### config.mk
export PLATFORM = sky130hd
export DESIGN_NAME = gconv_cell
export DESIGN_NICKNAME = d
export VERILOG_FILES = /design/src/sv/gconv_cell.sv
export SDC_FILE = /design/constraint.sdc
export NUM_CORES = 1
export LEC_CHECK = 0
export BUFFER_PORTS_ARGS = -buffer_cell sky130_fd_sc_hd__buf_4
export CAP_MARGIN = 25
export CORE_ASPECT_RATIO = 1.4
export CORE_MARGIN = 1.5
export CORE_UTILIZATION = 50
export DETAILED_ROUTE_END_ITERATION = 10
export GPL_ROUTABILITY_DRIVEN = 1
export GPL_TIMING_DRIVEN = 0
export HOLD_SLACK_MARGIN = 0.05
export PLACE_DENSITY = 0.94
export RECOVER_POWER = 50
export SLEW_MARGIN = 15
export SYNTH_ARGS = -nofsm -noshare
export SYNTH_HDL_FRONTEND = slang
export SYNTH_SLANG_ARGS = --single-unit
### constraint.sdc
create_clock -name clk -period 4.5 [get_ports clk]
set_input_delay 0.9 -clock clk [delete_from_list [all_inputs] [get_ports clk]]
set_output_delay 0.9 -clock clk [all_outputs]
set_load 0.05 [all_outputs]
### src/sv/gconv_cell.sv
// One cell of the kernel-row adder chain: adds the broadcast product to the
// partial sum from its left neighbor and hands sum and tag to the right.
// Depends on nothing but its parameters.
`default_nettype none

module gconv_cell #(
  parameter int PSUM_W = 36,
  parameter int TAG_W  = 8
) (
  input  wire logic                     clk,
  input  wire logic                     rst,
  input  wire logic signed [PSUM_W-1:0] psum_in,
  input  wire logic        [TAG_W-1:0]  tag_in,
  input  wire logic signed [PSUM_W-1:0] prod,
  output logic signed      [PSUM_W-1:0] psum_out,
  output logic             [TAG_W-1:0]  tag_out
);

  always_ff @(posedge clk) begin
    psum_out <= psum_in + prod;
  end

  always_ff @(posedge clk) begin
    if (rst) begin
      tag_out <= '0;
    end else begin
      tag_out <= tag_in;
    end
  end

endmodule

`default_nettype wire

==> flow_metrics.tcl, run 1 <==
set metrics [dict create \
    wl_um 8353 \
    path_cells "clkbuf_4, ha_1, fa_1, a21oi_1, nand4b_1, a211oi_1, nor3b_1, o31ai_1, o311a_1" \
    path_class "in -> reg" \
    holdBufCountCts 0 \
    n_antenna_cell 0 \
    relSlewSlack 0.3188 \
    num_rows 33 \
    ctsResizeCount 0 \
    hold_class "in -> reg" \
    fin_cells 557 \
    dp.cells 549 \
    die_x_um 68.55 \
    seqCellArea_um2 880.8 \
    clkSinkCount 44 \
    critical_path.slowest_cell "nor3b_1" \
    max_stage_delay_ps 600 \
    syn2layout_area_growth_pct 34.03 \
    htree_levels 2 \
    portBuffers 125 \
    synth.distinct_cells 54 \
    place.gp.congestion 0.8848 \
    syn-num-nets 472 \
    slew_violations 0 \
    drt_iter0_drc 152 \
    die_area_um2 6496 \
    drv_cap 0 \
    fin_crit_sh 0.7131 \
    fillers 486 \
    leakage_nw 1.813 \
    worstSetupEndpointType "flop" \
    die_height_um 94.77 \
    synth_seq_area_share 0.2928 \
    antenna_found_initial 0 \
    ys_ff_latch 44 \
    hold-path-endpoint "tag_out[5]" \
    cts_inserted_buffers 5 \
    drc 0 \
    clockRootBuffer "clkbuf_8" \
    nets 604 \
    critical_path.top_delay_family "compound AO/OA/AOI/OAI gates" \
    ant_nets 0 \
    ys.flop_type "dfxtp_1" \
    globalRouteTotalUtil 0.2563 \
    critPathBufInv 1 \
    cts_tree "done" \
    detailed_place_hpwl_um 6708 \
    grt_max_degree 15 \
    hold_depth 2 \
    viasPerCell 5.736 \
    synth.yosys.warnings 0 \
    worst-slew-pin-transition_ps 996.0 \
    multi_input_area_um2 2033 \
    syn-cell-area_um2 3008 \
    num_vias 3195 \
    hold_path_startpoint "tag_in[5]" \
    fmax_mhz 311.6 \
    dr.pass1.iters 5 \
    async_flop_share 0 \
    status "completed" \
    crit_required_ps 4690 \
    rsz0062_at_grt "no" \
    vdd_ir_drop_max_v 0.0001664 \
    power_density_nw_per_um2 380.2 \
    synth-edff-count 0 \
    grt_overflow 0 \
    critPathLaunchType "input pin" \
    cts_buffer_depth 2 \
    post_drt_wl_per_cell_um 15.00 \
    tns_ps 0 \
    critical_path_peak_fanout 5 \
    post-cts-setup-buffer-count 0 \
    grt_first_pass_wirelength_um 12850 \
    start_util 0.5167 \
    drive_gt1_frac 0.2259 \
    crit_arrival_ps 3400 \
    min_period_ps 3209 \
    core_area_um2 5822 \
    setup-violations-final 0 \
    grt_pass1_vias 2980 \
    avgSynthCellArea_um2 8.497 \
    hold_viol_final 0 \
    timing.hold.ws_ps 816.1 \
    cts.clk_slew.worst_paths_ps 80 \
    num_io_pins 126 \
    synthCells 354 \
]
[synthesized netlist by cell type (2+ instances only)]
master | number | area share
dfxtp_1 | 44 | 0.29
or3_1 | 3 | 0.0062
and3_1 | 3 | 0.0062
o21ai_1 | 3 | 0.0050
o211ai_1 | 2 | 0.0050
a31oi_1 | 5 | 0.010
o21ai_0 | 17 | 0.028
o21a_1 | 9 | 0.022
xor2_1 | 12 | 0.035
o31a_1 | 2 | 0.0058
nand3_1 | 6 | 0.010
inv_1 | 13 | 0.016
nor3_1 | 4 | 0.0067
a221oi_1 | 2 | 0.0058
clkbuf_1 | 7 | 0.0087
and4_1 | 2 | 0.0058
nor4_1 | 3 | 0.0062
buf_2 | 3 | 0.0050
nor2_1 | 23 | 0.029
mux2i_1 | 2 | 0.0067
a211oi_1 | 2 | 0.0050
o31ai_1 | 4 | 0.010
a311o_1 | 2 | 0.0067
a21oi_1 | 42 | 0.070
nand2b_1 | 2 | 0.0042
ha_1 | 35 | 0.15
nand2_1 | 27 | 0.034
nand4_1 | 7 | 0.015
a21o_1 | 10 | 0.025
xnor2_1 | 18 | 0.052
o21bai_1 | 5 | 0.012
nor2b_1 | 11 | 0.023
o2111ai_1 | 2 | 0.0058
nor3b_1 | 2 | 0.0050
[final cells by class]
class,instances,area share
Clock buffer,6,0.02048
Sequential cell,44,0.2185
Buffer,10,0.01024
Clock inverter,2,0.009621
Multi-Input combinational cell,286,0.5043
Timing Repair Buffer,125,0.2020
Inverter,14,0.01304
Tap cell,70,0.02173
[cell usage in the layout (no fill, tap or decap), drive strengths merged, types with 14 or more instances in the layout]
cell type and count:
nor2 23, ha 35, xnor2 18, dfxtp 44, a21oi 42, o21ai 20, nand2 27, clkbuf 53
buf 88, inv 14
[sequential cells by signal (all words and copies together) (netlist names)]
register and flops:
psum_out 36, tag_out 8
[per-layer routing]
| metal | global-route usage | share of wire | vias to the layer above |
|---|---|---|---|
| met1 | 0.2610 | 0.35 | 1462 |
| met4 | 0.09667 | 0.027 | 0 |
| met5 | 0 | 0 | - |
| li1 | - | - | 1556 |
| met2 | 0.4960 | 0.56 | 148 |
| met3 | 0.04052 | 0.060 | 29 |
[power breakdown]
part           switching, mW  internal [mW]
Clock                  0.142          0.182
Combinational          0.503          0.221
Sequential            0.0200          0.465
[worst max-delay path by stage]
stage | start | cells past startpoint | to | slack [ps]
after detailed placement | psum_in[0] | 9 | psum_out[32] | 1040
after global placement | psum_in[0] | 9 | psum_out[32] | 1040
after global routing | psum_in[5] | 9 | psum_out[33] | 1220
after floorplan | psum_in[0] | 8 | psum_out[32] | 1560
after CTS | psum_in[0] | 9 | psum_out[32] | 1330
final | psum_in[0] | 9 | psum_out[32] | 1290
[logic make-up after synthesis]
family,synth area share
AO/OA/AOI/OAI,0.2641
AND/OR/NAND/NOR,0.1656
flip-flops,0.2928
adder cells (fa/ha/maj),0.1522
XOR/XNOR,0.08735
buffers and inverters,0.03120
multiplexers,0.006656
[per-stage QoR]
step                area, um2  total power [mW]  setup slack, ps    util
finish                   4031             1.533             1291  0.6925
floorplan                3008             1.022             1564       -
CTS                      4155             1.591             1335  0.7137
global placement         4034             1.248             1043  0.6929
detailed placement       4034             1.263             1043  0.6929
global route             4031             1.610             1222  0.6925
No activity file was read; power rests on OpenSTA's default activity.
==> run 2, diff against run 1 <==
CORE_UTILIZATION = 44   (was 50)
PLACE_DENSITY = 0.88   (was 0.94)
clock period = 2.87 ns   (was 4.5 ns; I/O delays follow)
==> run 2 against run 1 <==
Via count down 1.3%. Hold slack worse by 340 ps. Sequential share of layout area down 0.19 points. Count of clock-buffer cells in the layout unchanged. Wire length down 2.0%. Non-clock buffer count up 1. Setup slack worse by 1100 ps. First-iteration DRC count up 23%. Largest cell class unchanged.
==> flow_metrics.tcl, run 2 (synthesis results as in run 1) <==
set metrics [dict create \
    status "completed" \
    post-cts-setup-buffer-count 0 \
    grt_max_degree 15 \
    critical_path.slowest_cell "a31oi_1" \
    hold_viol_final 0 \
    crit_required_ps 3050 \
    die_height_um 100.8 \
    rsz0062_at_grt "no" \
    layout_common_cells "buf_4, dfxtp_1, a21oi_1" \
    slew_violations 0 \
    p_sw_mw 1.049 \
    num_rows 35 \
    num_io_pins 126 \
    seqPwrFrac 0.314 \
    drt_iter0_drc 187 \
    relSlewSlack 0.5482 \
    fin_crit_sh 0.9424 \
    p_int_mw 1.371 \
    cts.clk_slew.worst_paths_ps 90 \
    largest_reg_flops 36 \
    critical_path.top_delay_family "compound AO/OA/AOI/OAI gates" \
    start_util 0.4549 \
    post_drt_wl_per_cell_um 14.11 \
    die_x_um 72.88 \
    syn2layout_area_growth_pct 35.23 \
    n_antenna_cell 0 \
    worst-slew-pin-transition_ps 660.6 \
    placed_area_um2 4065 \
    hold_path_startpoint "prod[0]" \
    nets 605 \
    place.gp.congestion 0.9417 \
    finalInstanceArea_um2 4068 \
    fillers 603 \
    ant_nets 0 \
    drive_gt1_frac 0.2275 \
    portBuffers 125 \
    clockRootBuffer "clkbuf_8" \
    drv_cap 0 \
    hold_depth 2 \
    critical_path_peak_fanout 4 \
    critPathLaunchType "input pin" \
    viasPerCell 5.434 \
    grt_pass1_vias 2990 \
    wl_um 8185 \
    finalPower_mw 2.420 \
    dr.pass1.iters 4 \
    setup-violations-final 0 \
    critPathBufInv 1 \
    top_register "psum_out" \
    reg_top3 "psum_out x36, tag_out x8" \
    hold-path-endpoint "psum_out[0]" \
    cts_inserted_buffers 5 \
    fmax_mhz 369.7 \
    min_period_ps 2705 \
    power_density_nw_per_um2 595.0 \
    antenna_found_initial 0 \
    num_vias 3152 \
    vdd_ir_drop_max_v 0.0002599 \
    drc 0 \
    htree_levels 2 \
    layout_commonest_cell "buf_4" \
    die_area_um2 7348 \
    pwr-share-comb 0.473 \
    leakage_nw 1.816 \
    cts_tree "done" \
    crit_arrival_ps 2890 \
    grt_first_pass_wirelength_um 12880 \
    max_stage_delay_ps 490 \
    clkPwrFrac 0.213 \
    cts_buffer_depth 2 \
    hold_class "in -> reg" \
    worstSetupEndpointType "flop" \
    path_cells "clkbuf_4, ha_1, fa_1, a21oi_1, nand4b_1, a2111o_1, nand3_1, a31oi_1, o31ai_1, xor2_1" \
    path_class "in -> reg" \
    core_area_um2 6613 \
    holdBufCountCts 0 \
    clkSinkCount 44 \
    grt_overflow 0 \
    globalRouteTotalUtil 0.2200 \
    switching_share 0.4334 \
    detailed_place_hpwl_um 6697 \
]
[run 2: cell types whose count changed in the layout (fill, tap and decap cells not counted)]
cell      before  now
buf_1          0    1
buf_4         85   84
clkbuf_4       7    8
nor3b_1        2    1
nor3b_2        0    1
[run 2: area by class of cell]
| cell class | instances | area (um2) | area share |
|---|---|---|---|
| Sequential cell | 44 | 880.8 | 0.2165 |
| Tap cell | 92 | 115.1 | 0.02830 |
| Timing Repair Buffer | 126 | 818.3 | 0.2012 |
| Clock buffer | 6 | 82.58 | 0.02030 |
| Inverter | 14 | 52.55 | 0.01292 |
| Buffer | 10 | 41.29 | 0.01015 |
| Multi-Input combinational cell | 286 | 2038 | 0.5011 |
| Clock inverter | 2 | 38.79 | 0.009536 |
[run 2: worst max-delay path by stage]
stage,start,endpoint,depth (start not counted)
detailed placement,psum_in[0],psum_out[32],9
global route,psum_in[2],psum_out[13],10
global placement,psum_in[2],psum_out[33],9
finish,psum_in[0],psum_out[34],10
floorplan,psum_in[0],psum_out[32],8
CTS,psum_in[0],psum_out[32],9
[run 2: layer usage]
layer  GRT usage  up-vias  part of all wire
li1            -     1563                 -
met1      0.2454     1465              0.39
met2      0.4086      107              0.54
met3     0.03100       17             0.054
met4     0.08999        0             0.021
met5           0        -                 0
[run 2: per-stage QoR]
step                worst slack, ps  TNS, ps  hold WS, ps  instances    util
CTS                           149.6        0        472.2        580  0.6331
global route                  94.63        0        483.8        580  0.6151
floorplan                     260.3        0        645.6        354       -
detailed placement           -161.7   -579.0        784.7        572  0.6148
global placement             -305.1    -1651        782.0        571  0.6142
finish                        165.5        0        472.0        580  0.6151
[run 2: what timing repair did]
item | in CTS | in global routing
setup endpoints to repair | 0 | 2
resized for setup | 0 | 1
hold endpoints to repair | 0 | 0
[run 2: power by group through the flow]
stage                     registers, mW  clock network (mW)  logic, mW
final                             0.760               0.515       1.14
after floorplan                    1.20                   0      0.405
after CTS                         0.764               0.518       1.21
after global placement            0.777                   0       1.19
after global routing              0.771               0.543       1.22
after detailed placement          0.778                   0       1.21
==> run 3, diff against run 2 <==
CORE_UTILIZATION = 49   (was 44)
PLACE_DENSITY = 0.93   (was 0.88)
clock period = 2.9 ns   (was 2.87 ns; I/O delays follow)
==> run 3 against run 2 <==
Final area fell by 0.89%. Sequential power about the same. Sequential share of layout area grew 0.19 points. Combinational power is essentially flat. Cell count down 4.0%. Global-route usage up 2.4 points. Critical path depth did not move. Highest routed layer unchanged.
==> flow_metrics.tcl, run 3 (synthesis results as in run 1) <==
set metrics [dict create \
    fillers 532 \
    start_util 0.5094 \
    power_density_nw_per_um2 589.0 \
    grt_overflow 0 \
    switching_share 0.4400 \
    grt_max_degree 16 \
    wl_um 8324 \
    post_drt_wl_per_cell_um 14.94 \
    leakage_nw 1.813 \
    pwr-share-comb 0.473 \
    cts_tree "done" \
    hold_viol_final 0 \
    drv_cap 0 \
    critPathBufInv 1 \
    p_int_mw 1.330 \
    vdd_ir_drop_max_v 0.0002739 \
    viasPerCell 5.770 \
    cts.clk_slew.worst_paths_ps 90 \
    syn2layout_area_growth_pct 34.03 \
    largest_reg_flops 36 \
    seqPwrFrac 0.319 \
    p_sw_mw 1.045 \
    crit_required_ps 3080 \
    drive_gt1_frac 0.2279 \
    layout_commonest_cell "buf_4" \
    die_height_um 95.70 \
    relSlewSlack 0.4455 \
    portBuffers 125 \
    critical_path.slowest_cell "a31oi_1" \
    n_antenna_cell 0 \
    cp-endpoint "psum_out[34]" \
    placed_area_um2 4034 \
    die_x_um 69.22 \
    num_io_pins 126 \
    hold_class "in -> reg" \
    setup-violations-final 0 \
    place_ws_ps -279.0 \
    ant_nets 0 \
    status "completed" \
    htree_levels 2 \
    reg_top3 "psum_out x36, tag_out x8" \
    path_cells "clkbuf_4, ha_1, fa_1, a21oi_1, nand4b_1, a2111o_1, nand3_1, a31oi_1, o31ai_1, xor2_1" \
    worst-slew-pin-transition_ps 810.8 \
    critical_path_peak_fanout 4 \
    drt_iter0_drc 208 \
    core_area_um2 5904 \
    min_period_ps 2683 \
    cts_inserted_buffers 5 \
    detailed_place_hpwl_um 6753 \
    antenna_found_initial 0 \
    place.gp.congestion 0.8989 \
    nets 604 \
    die_area_um2 6624 \
    clkPwrFrac 0.209 \
    critical_path.top_delay_family "compound AO/OA/AOI/OAI gates" \
    fmax_mhz 372.7 \
    clockRootBuffer "clkbuf_8" \
    cts_buffer_depth 2 \
    critPathLaunchType "input pin" \
    drc 0 \
    setup_ws_ps 216.6 \
    num_vias 3214 \
    tns_ps 0 \
    num_rows 33 \
    worstSetupEndpointType "flop" \
    fin_crit_sh 0.9253 \
    clkSinkCount 44 \
    grt_first_pass_wirelength_um 13250 \
    crit_arrival_ps 2860 \
    finalInstanceArea_um2 4031 \
    dr.pass1.iters 5 \
    layout_common_cells "buf_4, dfxtp_1, a21oi_1" \
    path_class "in -> reg" \
    critPathLaunch "psum_in[0]" \
    top_register "psum_out" \
    utilization 0.6828 \
    timing.hold.ws_ps 490.1 \
    rsz0062_at_grt "no" \
    globalRouteTotalUtil 0.2441 \
    grt_pass1_vias 3101 \
    max_stage_delay_ps 470 \
    cp.depth 10 \
    slew_violations 0 \
]
==> run 3: cell types whose count changed in the layout (fill, tap and decap cells not counted) <==
cell	delta
buf_1	-1
buf_4	+3
clkbuf_4	-3
clkbuf_8	-1
clkinv_4	+1
==> run 3: power groups by stage <==
stage / combinational, mW / sequential [mW] / clock, mW
2_1_floorplan: 0.401 / 1.19 / 0
3_3_place_gp: 1.17 / 0.768 / 0
3_5_place_dp: 1.19 / 0.772 / 0
4_1_cts: 1.19 / 0.759 / 0.496
5_1_grt: 1.20 / 0.765 / 0.519
6_report: 1.12 / 0.757 / 0.495
==> run 3: final cells by class <==
| type | instances | area (um2) | share of cell area |
|---|---|---|---|
| clock inverter | 3 | 47.55 | 0.01179 |
| tap | 70 | 87.58 | 0.02173 |
| buffer | 10 | 41.29 | 0.01024 |
| inverter | 14 | 52.55 | 0.01304 |
| multi-input combinational | 286 | 2038 | 0.5056 |
| sequential | 44 | 880.8 | 0.2185 |
| timing repair buffer | 125 | 814.5 | 0.2020 |
| clock buffer | 5 | 68.82 | 0.01707 |
==> run 3: metal layers <==
| metal | vias up | GRT usage | wire length (um) |
|---|---|---|---|
| met5 | - | 0 | 0 |
| met4 | 0 | 0.1144 | 257 |
| met3 | 24 | 0.02827 | 406 |
| met2 | 155 | 0.4968 | 4673 |
| met1 | 1479 | 0.2447 | 2986 |
| li1 | 1556 | - | - |
==> run 3: timing repair <==
item                       4_1_cts  5_1_grt
gates resized for setup          0        1
setup endpoints to repair        0        3
setup buffers                    0        0
hold buffers                     0        0
==> run 3: how the worst min path moves through the flow <==
stage | from | to | slack [ps] | depth (start not counted)
6_report | tag_in[2] | tag_out[2] | 490 | 2
5_1_grt | prod[0] | psum_out[0] | 500 | 2
4_1_cts | tag_in[2] | tag_out[2] | 490 | 2
3_5_place_dp | tag_in[2] | tag_out[2] | 800 | 2
3_3_place_gp | tag_in[0] | tag_out[0] | 790 | 2
2_1_floorplan | rst | tag_out[0] | 650 | 1
==> run 3: stage by stage <==
step / total power [mW] / std cells
detailed placement: 1.959 / 549
CTS: 2.446 / 557
global route: 2.480 / 557
finish: 2.374 / 557
floorplan: 1.586 / 354
global placement: 1.936 / 549
